### src/cclm_pkg.sv
package cclm_pkg;

	localparam int CAPACITY_DEF = 16;
	localparam int CNT_W_DEF    = $clog2(CAPACITY_DEF + 1);
	localparam int ITEM_W       = 8;
	localparam int OP_W         = 2;
	localparam int STATUS_W     = 2;

	// operation codes
	localparam logic [OP_W-1:0] OP_INSERT = 2'd0;
	localparam logic [OP_W-1:0] OP_DELETE = 2'd1;
	localparam logic [OP_W-1:0] OP_LEFT   = 2'd2;
	localparam logic [OP_W-1:0] OP_RIGHT  = 2'd3;

	// result status codes
	localparam logic [STATUS_W-1:0] ST_DONE  = 2'd0;
	localparam logic [STATUS_W-1:0] ST_FULL  = 2'd1;
	localparam logic [STATUS_W-1:0] ST_EMPTY = 2'd2;

	// controller -> datapath
	typedef struct packed {
		logic load_in;    // latch request payload
		logic ins_first;  // insert into empty list
		logic ins_rd;     // write new item, read cursor links
		logic ins_a;      // link new node to cursor and next
		logic ins_b;      // patch neighbors, move cursor
		logic scan;       // step lowest-free search
		logic del_upd;    // unlink cursor node
		logic move_upd;   // step cursor
		logic move_left;
		logic item_ld;    // load cursor item from memory
	} cmd_t;

	// datapath -> controller
	typedef struct packed {
		logic empty;
		logic full;
		logic one;
		logic scan_hit;
	} sts_t;

endpackage

### src/cclm_if.sv
interface cclm_req_if;
	import cclm_pkg::*;

	logic              valid;
	logic              ready;
	logic [OP_W-1:0]   operation;
	logic [ITEM_W-1:0] item;

	modport source(output valid, operation, item, input ready);
	modport sink(input valid, operation, item, output ready);
endinterface

interface cclm_rsp_if #(parameter int CNT_W = cclm_pkg::CNT_W_DEF);
	import cclm_pkg::*;

	logic                valid;
	logic                ready;
	logic [STATUS_W-1:0] status;
	logic [ITEM_W-1:0]   removed_item;
	logic [ITEM_W-1:0]   cursor_item;
	logic [CNT_W-1:0]    item_count;
	logic                is_empty;
	logic                is_full;

	modport source(output valid, status, removed_item, cursor_item, item_count,
		is_empty, is_full, input ready);
	modport sink(input valid, status, removed_item, cursor_item, item_count,
		is_empty, is_full, output ready);
endinterface

### src/cclm_ctrl.sv
module cclm_ctrl (
	input  logic                          clk,
	input  logic                          arst_n,
	input  logic                          req_valid,
	input  logic [cclm_pkg::OP_W-1:0]     req_op,
	output logic                          req_ready,
	output logic                          rsp_valid,
	input  logic                          rsp_ready,
	output logic [cclm_pkg::STATUS_W-1:0] status,
	input  cclm_pkg::sts_t                sts,
	output cclm_pkg::cmd_t                cmd
);
	import cclm_pkg::*;

	localparam logic [3:0] S_IDLE      = 4'd0;
	localparam logic [3:0] S_INS_FIRST = 4'd1;
	localparam logic [3:0] S_INS_RD    = 4'd2;
	localparam logic [3:0] S_INS_A     = 4'd3;
	localparam logic [3:0] S_INS_B     = 4'd4;
	localparam logic [3:0] S_SCAN      = 4'd5;
	localparam logic [3:0] S_LINK_RD   = 4'd6;
	localparam logic [3:0] S_UPD       = 4'd7;
	localparam logic [3:0] S_ITEM_RD   = 4'd8;
	localparam logic [3:0] S_OUT       = 4'd9;

	logic [3:0]          state_q, state_d;
	logic [OP_W-1:0]     op_q;
	logic [STATUS_W-1:0] status_q, status_d;
	logic                accept;

	assign req_ready = (state_q == S_IDLE);
	assign rsp_valid = (state_q == S_OUT);
	assign status    = status_q;
	assign accept    = req_valid && req_ready;

	always_comb begin
		state_d  = state_q;
		status_d = status_q;
		cmd      = '0;
		unique case (state_q)
			S_IDLE: begin
				if (accept) begin
					cmd.load_in = 1'b1;
					status_d    = ST_DONE;
					if (req_op == OP_INSERT) begin
						if (sts.full) begin
							status_d = ST_FULL;
							state_d  = S_OUT;
						end else if (sts.empty) begin
							state_d = S_INS_FIRST;
						end else begin
							state_d = S_INS_RD;
						end
					end else if (sts.empty) begin
						status_d = ST_EMPTY;
						state_d  = S_OUT;
					end else begin
						state_d = S_LINK_RD;
					end
				end
			end
			S_INS_FIRST: begin
				cmd.ins_first = 1'b1;
				state_d       = S_SCAN;
			end
			S_INS_RD: begin
				cmd.ins_rd = 1'b1;
				state_d    = S_INS_A;
			end
			S_INS_A: begin
				cmd.ins_a = 1'b1;
				state_d   = S_INS_B;
			end
			S_INS_B: begin
				cmd.ins_b = 1'b1;
				state_d   = S_SCAN;
			end
			S_SCAN: begin
				cmd.scan = 1'b1;
				if (sts.scan_hit) begin
					state_d = S_OUT;
				end
			end
			S_LINK_RD: begin
				state_d = S_UPD;
			end
			S_UPD: begin
				if (op_q == OP_DELETE) begin
					cmd.del_upd = 1'b1;
					state_d     = sts.one ? S_OUT : S_ITEM_RD;
				end else begin
					cmd.move_upd  = 1'b1;
					cmd.move_left = (op_q == OP_LEFT);
					state_d       = S_ITEM_RD;
				end
			end
			S_ITEM_RD: begin
				cmd.item_ld = 1'b1;
				state_d     = S_OUT;
			end
			S_OUT: begin
				if (rsp_ready) begin
					state_d = S_IDLE;
				end
			end
			default: begin
				state_d = S_IDLE;
			end
		endcase
	end

	always_ff @(posedge clk or negedge arst_n) begin
		if (!arst_n) begin
			state_q  <= S_IDLE;
			status_q <= ST_DONE;
			op_q     <= OP_INSERT;
		end else begin
			state_q  <= state_d;
			status_q <= status_d;
			if (accept) begin
				op_q <= req_op;
			end
		end
	end

endmodule

### src/cclm_dp.sv
module cclm_dp #(
	parameter int CAPACITY = cclm_pkg::CAPACITY_DEF,
	parameter int CNT_W    = $clog2(CAPACITY + 1)
) (
	input  logic                        clk,
	input  logic                        arst_n,
	input  cclm_pkg::cmd_t              cmd,
	input  logic [cclm_pkg::ITEM_W-1:0] req_item,
	output cclm_pkg::sts_t              sts,
	output logic [cclm_pkg::ITEM_W-1:0] removed_item,
	output logic [cclm_pkg::ITEM_W-1:0] cursor_item,
	output logic [CNT_W-1:0]            item_count,
	output logic                        is_empty,
	output logic                        is_full
);
	import cclm_pkg::*;

	localparam int SW = $clog2(CAPACITY);

	// node pool
	logic [ITEM_W-1:0] item_mem [CAPACITY];
	logic [SW-1:0]     fwd_mem  [CAPACITY];
	logic [SW-1:0]     bwd_mem  [CAPACITY];

	logic [ITEM_W-1:0] item_rd_q;
	logic [SW-1:0]     fwd_rd_q, bwd_rd_q;

	logic [CAPACITY-1:0] free_q;
	logic [SW-1:0]       cur_q, head_q, nx_q;
	logic [CNT_W-1:0]    cnt_q, low_q, scan_idx_q;
	logic [ITEM_W-1:0]   item_q, cur_item_q, removed_q;

	logic [SW-1:0]     n, nx, pv, newc;
	logic              item_we, fwd_we, bwd_we, scan_hit;
	logic [SW-1:0]     item_wa, fwd_wa, fwd_wd, bwd_wa, bwd_wd;

	assign n  = low_q[SW-1:0];
	assign nx = fwd_rd_q;
	assign pv = bwd_rd_q;

	assign scan_hit = (scan_idx_q == CNT_W'(CAPACITY)) || free_q[scan_idx_q[SW-1:0]];

	assign sts.empty    = (cnt_q == '0);
	assign sts.full     = (cnt_q == CNT_W'(CAPACITY));
	assign sts.one      = (cnt_q == CNT_W'(1));
	assign sts.scan_hit = scan_hit;

	assign removed_item = removed_q;
	assign cursor_item  = cur_item_q;
	assign item_count   = cnt_q;
	assign is_empty     = sts.empty;
	assign is_full      = sts.full;

	// next cursor for delete / move
	always_comb begin
		if (cmd.move_upd) begin
			newc = cmd.move_left ? pv : nx;
		end else if (head_q == cur_q) begin
			newc = nx;
		end else if (nx == head_q) begin
			newc = pv;
		end else begin
			newc = nx;
		end
	end

	// memory write selects
	always_comb begin
		item_we = cmd.ins_first || cmd.ins_rd;
		item_wa = n;
		fwd_we  = 1'b0;
		fwd_wa  = '0;
		fwd_wd  = '0;
		bwd_we  = 1'b0;
		bwd_wa  = '0;
		bwd_wd  = '0;
		priority if (cmd.ins_first) begin
			fwd_we = 1'b1; fwd_wa = n;     fwd_wd = n;
			bwd_we = 1'b1; bwd_wa = n;     bwd_wd = n;
		end else if (cmd.ins_a) begin
			fwd_we = 1'b1; fwd_wa = n;     fwd_wd = nx;
			bwd_we = 1'b1; bwd_wa = n;     bwd_wd = cur_q;
		end else if (cmd.ins_b) begin
			fwd_we = 1'b1; fwd_wa = cur_q; fwd_wd = n;
			bwd_we = 1'b1; bwd_wa = nx_q;  bwd_wd = n;
		end else if (cmd.del_upd && !sts.one) begin
			fwd_we = 1'b1; fwd_wa = pv;    fwd_wd = nx;
			bwd_we = 1'b1; bwd_wa = nx;    bwd_wd = pv;
		end else begin
			fwd_we = 1'b0;
		end
	end

	always_ff @(posedge clk) begin
		if (item_we) begin
			item_mem[item_wa] <= item_q;
		end
		item_rd_q <= item_mem[newc];
	end

	always_ff @(posedge clk) begin
		if (fwd_we) begin
			fwd_mem[fwd_wa] <= fwd_wd;
		end
		fwd_rd_q <= fwd_mem[cur_q];
	end

	always_ff @(posedge clk) begin
		if (bwd_we) begin
			bwd_mem[bwd_wa] <= bwd_wd;
		end
		bwd_rd_q <= bwd_mem[cur_q];
	end

	always_ff @(posedge clk) begin
		if (cmd.load_in) begin
			item_q <= req_item;
		end
		if (cmd.ins_a) begin
			nx_q <= nx;
		end
	end

	always_ff @(posedge clk or negedge arst_n) begin
		if (!arst_n) begin
			free_q     <= '1;
			cur_q      <= '0;
			head_q     <= '0;
			cnt_q      <= '0;
			low_q      <= '0;
			scan_idx_q <= '0;
			cur_item_q <= '0;
			removed_q  <= '0;
		end else begin
			if (cmd.load_in) begin
				removed_q <= '0;
			end
			if (cmd.ins_first || cmd.ins_b) begin
				cur_q      <= n;
				cnt_q      <= CNT_W'(cnt_q + CNT_W'(1));
				free_q[n]  <= 1'b0;
				cur_item_q <= item_q;
				scan_idx_q <= CNT_W'(low_q + CNT_W'(1));
			end
			if (cmd.ins_first) begin
				head_q <= n;
			end
			if (cmd.scan) begin
				if (scan_hit) begin
					low_q <= scan_idx_q;
				end else begin
					scan_idx_q <= CNT_W'(scan_idx_q + CNT_W'(1));
				end
			end
			if (cmd.del_upd) begin
				removed_q     <= cur_item_q;
				free_q[cur_q] <= 1'b1;
				cnt_q         <= CNT_W'(cnt_q - CNT_W'(1));
				if (CNT_W'(cur_q) < low_q) begin
					low_q <= CNT_W'(cur_q);
				end
				if (sts.one) begin
					cur_q      <= '0;
					head_q     <= '0;
					cur_item_q <= '0;
				end else begin
					cur_q <= newc;
					if (head_q == cur_q) begin
						head_q <= nx;
					end
				end
			end
			if (cmd.move_upd) begin
				cur_q <= newc;
			end
			if (cmd.item_ld) begin
				cur_item_q <= item_rd_q;
			end
		end
	end

endmodule

### src/cursor_circular_list_manager_top.sv
// Cursor circular list manager: a bounded ring of byte items with a head
// and a cursor, held in a CAPACITY-slot node pool.
// req channel: one request = {operation, item}; taken when valid & ready.
//   insert places item after the cursor (lowest free slot), delete removes
//   the cursor node, move left / move right step the cursor.
// rsp channel: one response per request = {status, removed_item,
//   cursor_item, item_count, is_empty, is_full}.
// One request at a time: req.ready is high only while the block is idle.
// Steps from acceptance to rsp.valid:
//   refused request (insert when full, others when empty): straight to output
//   delete / move: link read, update, cursor item read;
//   delete of the last item: link read, update
//   insert: item write and link read, link, patch (one step for the first item),
//   then the lowest-free scan, which walks the free map one slot a cycle
//   from the used slot upward.
// The response register holds while rsp.ready is low; the next request is
// taken the cycle after the response is taken.
// Reset (arst_n low) empties the list: all slots free, count zero, no
// response pending. The node memories need no clearing.
module cursor_circular_list_manager_top #(
	parameter int CAPACITY = cclm_pkg::CAPACITY_DEF
) (
	input logic         clk,
	input logic         arst_n,
	cclm_req_if.sink    req,
	cclm_rsp_if.source  rsp
);
	import cclm_pkg::*;

	localparam int CNT_W = $clog2(CAPACITY + 1);

	cmd_t cmd;
	sts_t sts;

	// sequencer
	cclm_ctrl u_ctrl (
		.clk       (clk),
		.arst_n    (arst_n),
		.req_valid (req.valid),
		.req_op    (req.operation),
		.req_ready (req.ready),
		.rsp_valid (rsp.valid),
		.rsp_ready (rsp.ready),
		.status    (rsp.status),
		.sts       (sts),
		.cmd       (cmd)
	);

	// node pool, links, free map and response fields
	cclm_dp #(
		.CAPACITY (CAPACITY),
		.CNT_W    (CNT_W)
	) u_dp (
		.clk          (clk),
		.arst_n       (arst_n),
		.cmd          (cmd),
		.req_item     (req.item),
		.sts          (sts),
		.removed_item (rsp.removed_item),
		.cursor_item  (rsp.cursor_item),
		.item_count   (rsp.item_count),
		.is_empty     (rsp.is_empty),
		.is_full      (rsp.is_full)
	);

endmodule
### src/flat_wrapper.sv
// flat-port wrapper written by rule: the top's interface ports become plain ports
module cursor_circular_list_manager_top_flat import cclm_pkg::*;
#(
	parameter int CAPACITY = cclm_pkg::CAPACITY_DEF
)
  (clk, arst_n, req_valid, req_operation, req_item, req_ready, rsp_valid, rsp_status, rsp_removed_item, rsp_cursor_item, rsp_item_count, rsp_is_empty, rsp_is_full, rsp_ready);
  cclm_req_if req_i ();
  cclm_rsp_if rsp_i ();
  input logic clk;
  input logic arst_n;
  input wire logic [$bits(req_i.valid)-1:0] req_valid;
  input wire logic [$bits(req_i.operation)-1:0] req_operation;
  input wire logic [$bits(req_i.item)-1:0] req_item;
  output wire logic [$bits(req_i.ready)-1:0] req_ready;
  output wire logic [$bits(rsp_i.valid)-1:0] rsp_valid;
  output wire logic [$bits(rsp_i.status)-1:0] rsp_status;
  output wire logic [$bits(rsp_i.removed_item)-1:0] rsp_removed_item;
  output wire logic [$bits(rsp_i.cursor_item)-1:0] rsp_cursor_item;
  output wire logic [$bits(rsp_i.item_count)-1:0] rsp_item_count;
  output wire logic [$bits(rsp_i.is_empty)-1:0] rsp_is_empty;
  output wire logic [$bits(rsp_i.is_full)-1:0] rsp_is_full;
  input wire logic [$bits(rsp_i.ready)-1:0] rsp_ready;
  assign req_i.valid = req_valid;
  assign req_i.operation = req_operation;
  assign req_i.item = req_item;
  assign req_ready = req_i.ready;
  assign rsp_valid = rsp_i.valid;
  assign rsp_status = rsp_i.status;
  assign rsp_removed_item = rsp_i.removed_item;
  assign rsp_cursor_item = rsp_i.cursor_item;
  assign rsp_item_count = rsp_i.item_count;
  assign rsp_is_empty = rsp_i.is_empty;
  assign rsp_is_full = rsp_i.is_full;
  assign rsp_i.ready = rsp_ready;
  cursor_circular_list_manager_top #(.CAPACITY(CAPACITY)) u_core (.clk(clk), .arst_n(arst_n), .req(req_i), .rsp(rsp_i));
endmodule
### config.mk
export PLATFORM = sky130hd
export DESIGN_NAME = cursor_circular_list_manager_top_flat
export DESIGN_NICKNAME = d
export VERILOG_FILES = /design/src/cclm_pkg.sv /design/src/cclm_if.sv /design/src/cclm_ctrl.sv /design/src/cclm_dp.sv /design/src/cursor_circular_list_manager_top.sv /design/src/flat_wrapper.sv
export SDC_FILE = /design/constraint.sdc
export NUM_CORES = 1
export LEC_CHECK = 0
export BUFFER_PORTS_ARGS = -buffer_cell sky130_fd_sc_hd__buf_2
export CORE_ASPECT_RATIO = 1.4
export CORE_MARGIN = 1.5
export CORE_UTILIZATION = 30
export DETAILED_ROUTE_END_ITERATION = 8
export REMOVE_ABC_BUFFERS = 1
export SYNTH_ARGS = -nofsm -noshare
export SYNTH_HDL_FRONTEND = slang
export SYNTH_SLANG_ARGS = --single-unit
export TNS_END_PERCENT = 10
### constraint.sdc
create_clock -name clk -period 2.85 [get_ports clk]
set_clock_uncertainty 0.2 [all_clocks]
set_input_delay 0.285 -clock clk [delete_from_list [all_inputs] [get_ports clk]]
set_output_delay 0.285 -clock clk [all_outputs]
set_load 0.005 [all_outputs]
==> impl_metrics.yaml, run 1 <==
outcome:
  outcome: "complete, no violations"
global_route:
  track_usage_pct: 15.2
  grt_pass1_vias: 9782
  grt_max_degree: 42
  grt_use_met3_pct: 2.12
  grt_overflow: 0
  antenna_found_initial: 0
  grt_first_pass_wirelength_mm: 58.7
  gr-usage-met2_pct: 26.4
  gr-usage-met1_pct: 18.1
  grt_most_used_layer: "met2"
timing:
  period_share_pct: 100
  hold_viol: 0
  rsz0062_at_grt: "true"
  max_clock_freq_mhz: 351
  slew_headroom_pct: 49.1
  setup_viol_count_final: 0
  slew_violations: 0
  fin_ws_ns: 0.000901
  fin_crit_ns: 2.85
  tightest_slew_ns: 0.763
floorplanning:
  die_w_um: 192
  start_util_pct: 30.5
  die-area_um2: 51300
  coreArea_um2: 49100
  row_count: 96
  num_io_pins: 41
  die_h_um: 267
yosys:
  synth_edf_count: 268
  syn_area_per_cell_um2: 14.3
  syn_inst: 1047
  async_flop_share_pct: 18.2
  ys_ff_latch: 347
  syn-cell-area_um2: 15000
  ys.flop_type: "edfxtp_1"
  ys_top_cells_by_area: "edfxtp_1, dfrtp_1, mux4_2"
  ys_seq_area_share_pct: 66.6
  synth_top_cell_area_share_pct: 53.8
  netlist.top_cell.by_area: "edfxtp_1"
  ys_types: 70
  synth_warnings: 0
routing:
  ant_nets: 0
  dr.pass1.iters: 5
  routed_via_density: 5.20
  wl_per_cell_um: 20.7
  drc: 0
  num_vias: 9634
  drt-initial-drc-count: 858
  wl_mm: 38.3
cells_and_area:
  final_area_um2: 18100
  syn2layout_area_growth_pct: 21.1
  layout-drive-gt1-share_pct: 26.3
  final_cell_mix: "edfxtp_1, buf_4, nand2_1, nor2_1, o21ai_0"
  final_common_cell: "edfxtp_1"
  num_antenna_cells: 0
  final_cell_count_no_fill: 1853
  final_nets: 1216
critical_path:
  critical_path_class: "reg -> reg"
  cp_data_required_time_ns: 3.07
  cp.arrival_ns: 3.07
  crit_path_max_fanout: 6
  end_kind: "flop"
  critPathLaunchType: "flop"
clocking:
  root_buffer: "clkbuf_16"
  path_clk_slew_ns: 0.06
  h-tree-depth: 2
  clk_latency_ns: 0.53
  cts.sinks: 347
  cts_tree: "done"
  cts_buffer_depth: 3
  cts-buffers-inserted: 35
pwr:
  vdd_drop_max_uv: 754
  p_leak_uw: 0.00643
  powerDensity_nw_per_um2: 1180
hold_path:
  worst_hold_path_type: "in -> async"
place:
  dpl.cell_count: 1774
  io_buffer_count: 40
  gp_congestion: 0.834
  place_hpwl_mm: 26.1
  dpl_worst_slack_ns: -0.598
  post_dp_cell_area_um2: 16700
job:
  cap_violations: 0
==> per-layer routing <==
layer | vias up | share of wire [%]
li1 | 4378 | -
met2 | 290 | 52
met1 | 4872 | 40
met5 | - | 0
met3 | 94 | 4.1
met4 | 0 | 4.5
==> through the flow <==
step | utilization, % | power, µW | setup TNS [ns] | hold slack [ns]
CTS | 36.7 | 21400 | -0.0443 | 0.0569
finish | 36.9 | 21400 | 0 | 0.0564
global placement | 34.0 | 16600 | -60.55 | 0.0784
floorplan | - | 12400 | -22.36 | -0.211
global route | 36.9 | 22600 | -2.25 | 0.0969
detailed placement | 34.0 | 16700 | -77.15 | 0.0864
==> where the power goes <==
group	switching, µW	internal [µW]	total (µW)	leakage, µW
Combinational	5360	3960	9330	0.00252
Sequential	673	6830	7500	0.00334
Clock	1900	2720	4620	0.000569
Total	7940	13500	21400	0.00643
==> flip-flops by register name, summed over array words and instances (netlist names), 5 cells and up <==
register	cells
u_core.u_dp.low_q	5
u_core.u_dp.free_q	16
u_core.u_dp.item_rd_q	8
u_core.u_dp.item_count	5
u_core.u_dp.bwd_mem	64
u_core.u_dp.fwd_mem	64
u_core.u_dp.scan_idx_q	5
u_core.u_dp.item_mem	128
u_core.u_dp.cursor_item	8
u_core.u_dp.removed_item	8
u_core.u_dp.item_q	8
==> kinds of logic (layout without fill, tap and decap cells) <==
| family | count (synthesis) | in the layout | synth area share (%) |
|---|---|---|---|
| mux | 81 | 81 | 9.27 |
| buf+inv | 86 | 254 | 2.63 |
| compound gates | 235 | 235 | 10.7 |
| simple gates | 266 | 267 | 8.64 |
| flops | 347 | 347 | 66.6 |
| fa+ha+maj | 13 | 13 | 1.09 |
| xor+xnor | 19 | 19 | 1.11 |
==> synth_stat cells (3+ instances only) <==
| library cell | instances |
|---|---|
| nand3_2 | 3 |
| nand2b_1 | 13 |
| a31oi_1 | 17 |
| a22oi_1 | 9 |
| mux2i_1 | 34 |
| buf_2 | 21 |
| mux4_2 | 42 |
| a221o_1 | 18 |
| nand3_1 | 17 |
| dfxtp_1 | 16 |
| a311oi_1 | 16 |
| buf_1 | 8 |
| or2_2 | 3 |
| or3_1 | 3 |
| a21o_1 | 4 |
| nor3_1 | 10 |
| nand4_1 | 17 |
| dfstp_2 | 16 |
| a22o_1 | 8 |
| o21ai_0 | 73 |
| xnor2_1 | 11 |
| xor2_1 | 8 |
| buf_6 | 4 |
| and3_1 | 3 |
| a21oi_1 | 34 |
| dfrtp_1 | 47 |
| mux4_1 | 3 |
| ha_1 | 13 |
| o22ai_1 | 7 |
| clkbuf_1 | 35 |
| nor4_1 | 19 |
| nor2_1 | 82 |
| edfxtp_1 | 268 |
| buf_4 | 4 |
| nand2_1 | 80 |
| o31ai_1 | 20 |
| inv_1 | 14 |
| o221a_2 | 3 |
| a221oi_1 | 6 |
==> path summary, 6_finish.rpt <==
kind	end	start	cells past startpoint	slack, ns
min	u_core.u_dp.removed_item[3]$_DFFE_PN0P_	arst_n	2	0.06
max	u_core.u_dp.scan_idx_q[2]$_DFF_PN0_	u_core.u_dp.scan_idx_q[0]$_DFF_PN0_	6	0.0009
min in group clk	u_core.u_dp.cursor_item[5]$_DFF_PN0_	u_core.u_dp.item_rd_q[5]$_DFF_P_	2	0.24
max reg2reg	u_core.u_dp.scan_idx_q[2]$_DFF_PN0_	u_core.u_dp.scan_idx_q[0]$_DFF_PN0_	6	0.0009
min reg2reg	u_core.u_dp.cursor_item[5]$_DFF_PN0_	u_core.u_dp.item_rd_q[5]$_DFF_P_	2	0.24
max in group asynchronous	u_core.u_dp.free_q[15]$_DFF_PN1_	arst_n	3	1.65
==> critical path, cell delays in order (launching register included) <==
cell and delay (ns):
dfrtp_2 0.48, mux4_2 0.54, a21o_1 0.16, mux4_2 0.51, nor3_4 0.31, mux2_4 0.33
o221a_4 0.21
==> area by class of cell <==
class                   instances  area [µm²]
fillers                      4627       31000
repair buffers                176        1410
flip-flops and latches        347        9970
multi-input cells             615        4740
well taps                     637         797
inverters                      14        52.6
clock buffers                  48         987
clock inverters                16         169
==> repair_timing <==
action,CTS,global route
pin swaps,0,2
hold buffers,13,0
endpoints found under the hold margin,48,0
endpoints found under the setup margin,240,137
cloned,0,1
buffers inserted,0,1
resized for setup,3,25
Power figures use the tool's default switching activity.
==> inputs of run 2 (changes only) <==
Settings changed: ABC_AREA set to 1, REMOVE_ABC_BUFFERS 1 to unset.
==> run 2 against run 1 <==
Compared with the run above: worst setup slack gained 0.15 ns; cell area shrank 1.0%; utilization is 1.1 points lower; synthesized area up 1.9%; maximum frequency up 5.7%; via count rose by 12%; count of clock-buffer cells in the layout is 5 higher; largest cell class unchanged; highest routed layer unchanged; synthesized cell count up 37%; routed wire length increased by 2.5%; die area grew 1.8%; the run now ends with design-rule violations left.
==> impl_metrics.yaml, run 2 <==
place:
  dpl.cell_count: 2124
  dpl_worst_slack_ns: 0.149
  io_buffer_count: 40
  gp_congestion: 0.886
  place_hpwl_mm: 27.0
clocking:
  path_clk_slew_ns: 0.06
  cts_tree: "done"
  root_buffer: "clkbuf_16"
  cts-buffers-inserted: 37
  cts_buffer_depth: 3
  cts.sinks: 347
  h-tree-depth: 2
  clk_latency_ns: 0.53
routing:
  routed_via_density: 4.89
  num_vias: 10800
  drt-initial-drc-count: 857
  ant_nets: 0
  dr.pass1.iters: 8
  wl_per_cell_um: 17.8
  drc: 2
  wl_mm: 39.2
cells_and_area:
  final_nets: 1559
  fillers: 4943
  largest_register_ffs: 128
  final_cell_mix: "edfxtp_1, nand2_1, inv_1, nand3_1"
  num_antenna_cells: 0
  final_common_cell: "edfxtp_1"
  regMostFlops: "u_core.u_dp.item_mem"
  layout-drive-gt1-share_pct: 13.8
  final_cell_count_no_fill: 2204
  top_regs: "u_core.u_dp.item_mem: 128 flops, u_core.u_dp.bwd_mem: 64 flops, u_core.u_dp.fwd_mem: 64 flops"
  syn2layout_area_growth_pct: 17.6
yosys:
  synth_xor_area_share_pct: 0.689
  async_flop_share_pct: 18.2
  netlist_top_cells_count: "edfxtp_1, nand2_1, inv_1, nand3_1, nor2_1"
  ys_types: 45
  synthMuxAreaShare_pct: 0
  syn_nets: 1465
  syn_inst: 1438
  ys.flop_type: "edfxtp_1"
  syn_area_per_cell_um2: 10.6
  netlist.top_cell.by_area: "edfxtp_1"
  yosys.area_share.simple_pct: 16.1
  ys_top_cells_by_area: "edfxtp_1, dfrtp_1, nand3_1"
  ys_ff_latch: 347
  yosys.area_share.adder_pct: 1.07
  synth-compound-area-share_pct: 9.82
  synth_edf_count: 268
  ys_seq_area_share_pct: 65.4
  synth_most_common_cell: "edfxtp_1"
  syn-cell-area_um2: 15200
  synth_warnings: 0
  synth_top_cell_area_share_pct: 52.8
  synth_top_family_by_area: "simple AND/OR/NAND/NOR gates"
floorplanning:
  die-area_um2: 52200
  coreArea_um2: 50100
  die_w_um: 194
  die_h_um: 270
  row_count: 97
  start_util_pct: 30.4
  num_io_pins: 41
timing:
  fin_crit_ns: 2.70
  slew_headroom_pct: 42.3
  slew_violations: 0
  rsz0062_at_grt: "true"
  max_clock_freq_mhz: 371
  hold_viol: 0
  period_share_pct: 94.6
  tightest_slew_ns: 0.866
  fin_ws_ns: 0.155
  setup_viol_count_final: 0
global_route:
  antenna_found_initial: 0
  grt_first_pass_wirelength_mm: 61.1
  grt_pass1_vias: 10900
  grt_overflow: 0
  track_usage_pct: 14.9
  grt_max_degree: 64
critical_path:
  reg2reg_from: "u_core.u_ctrl.state_q[2]$_DFFE_PN0P_"
  end_kind: "flop"
  critical_path_class: "reg -> reg"
  cp.arrival_ns: 2.68
  slowest_delay_ns: 0.45
  crit_path_cell_trace: "nand2_1 > nor2_4 > nand2_2 > inv_2 > nand2_1 > inv_2 > a22oi_1 > o21ai_1 > inv_1 > or2_1 > nor2_1"
  critPathLaunchType: "flop"
  path_delay_family: "simple AND/OR/NAND/NOR gates"
  path_buf_inv: 3
  crit_path_max_fanout: 11
  critPathLaunch: "u_core.u_ctrl.state_q[2]$_DFFE_PN0P_"
  cp_data_required_time_ns: 2.84
  slowest_stage: "dfrtp_1"
hold_path:
  worst_hold_path_type: "in -> reg"
  hold_start: "req_valid"
outcome:
  outcome: "finished with violations"
  violations: "design-rule violations"
pwr:
  powerDensity_nw_per_um2: 1180
  p_leak_uw: 0.00713
  total_power_uw: 21200
  vdd_drop_max_uv: 678
job:
  cap_violations: 0
[run 2: final cells by class]
type / count / area (µm²) / share of cell area, %
Sequential cell: 347 / 9960 / 55.6
Multi-Input combinational cell: 826 / 4260 / 23.8
Clock buffer: 53 / 1070 / 5.94
Timing Repair Buffer: 113 / 853 / 4.76
Inverter: 207 / 777 / 4.33
Clock inverter: 15 / 206 / 1.15
Tap cell: 643 / 805 / 4.49
[run 2: final timing paths]
kind                                                           end  depth (start not counted)  slack, ns
setup / recovery               u_core.u_dp.fwd_mem[6][0]$_DFFE_PP_                         11       0.15
hold / removal                u_core.u_ctrl.state_q[3]$_DFFE_PN0P_                          3       0.04
setup reg to reg               u_core.u_dp.fwd_mem[6][0]$_DFFE_PP_                         11       0.15
hold reg to reg               u_core.u_dp.cursor_item[5]$_DFF_PN0_                          2       0.25
max in group asynchronous          u_core.u_dp.free_q[3]$_DFF_PN1_                          3       1.95
min in group asynchronous  u_core.u_dp.removed_item[7]$_DFFE_PN0P_                          3       0.11
[run 2: stage by stage]
stage,TNS (ns),hold slack [ns],utilization [%],cell area [µm²]
2_1_floorplan,0,-0.211,-,15200
3_3_place_gp,0,0.120,32.9,16500
3_5_place_dp,0,0.126,32.9,16500
4_1_cts,0,0.0116,35.7,17900
5_1_grt,-1.28,0.0676,35.8,17900
6_report,0,0.0358,35.8,17900
[run 2: logic make-up after synthesis]
| group | count (synthesis) |
|---|---|
| fa+ha+maj | 13 |
| simple gates | 557 |
| xor+xnor | 12 |
| buf+inv | 265 |
| flops | 347 |
| compound gates | 244 |
[run 2: layer usage]
metal	wire length, µm	vias to the layer above	GRT usage [%]
li1	-	5160	-
met1	15500	5245	16.8
met2	20800	271	27.9
met3	1440	93	2.01
met4	1500	0	6.26
met5	0	-	0
[run 2: worst reg2reg max path, delay by kind of cell (launching register included)]
family,cells,cell delay (ns)
compound gates,2,0.27
flops,1,0.45
buf+inv,3,0.33
simple gates,6,1.10
[run 2: what timing repair did]
action,4_1_cts,5_1_grt
endpoints found under the hold margin,76,0
hold buffers,12,0
setup buffers,0,0
setup endpoints to repair,0,72
resized for setup,0,10
[run 2: power by group]
part	switching, µW	internal [µW]	leakage [µW]	total (µW)
Clock	1950	2990	0.000623	4940
Combinational	5710	2680	0.00318	8390
Sequential	783	7040	0.00332	7820
Total	8450	12700	0.00713	21200
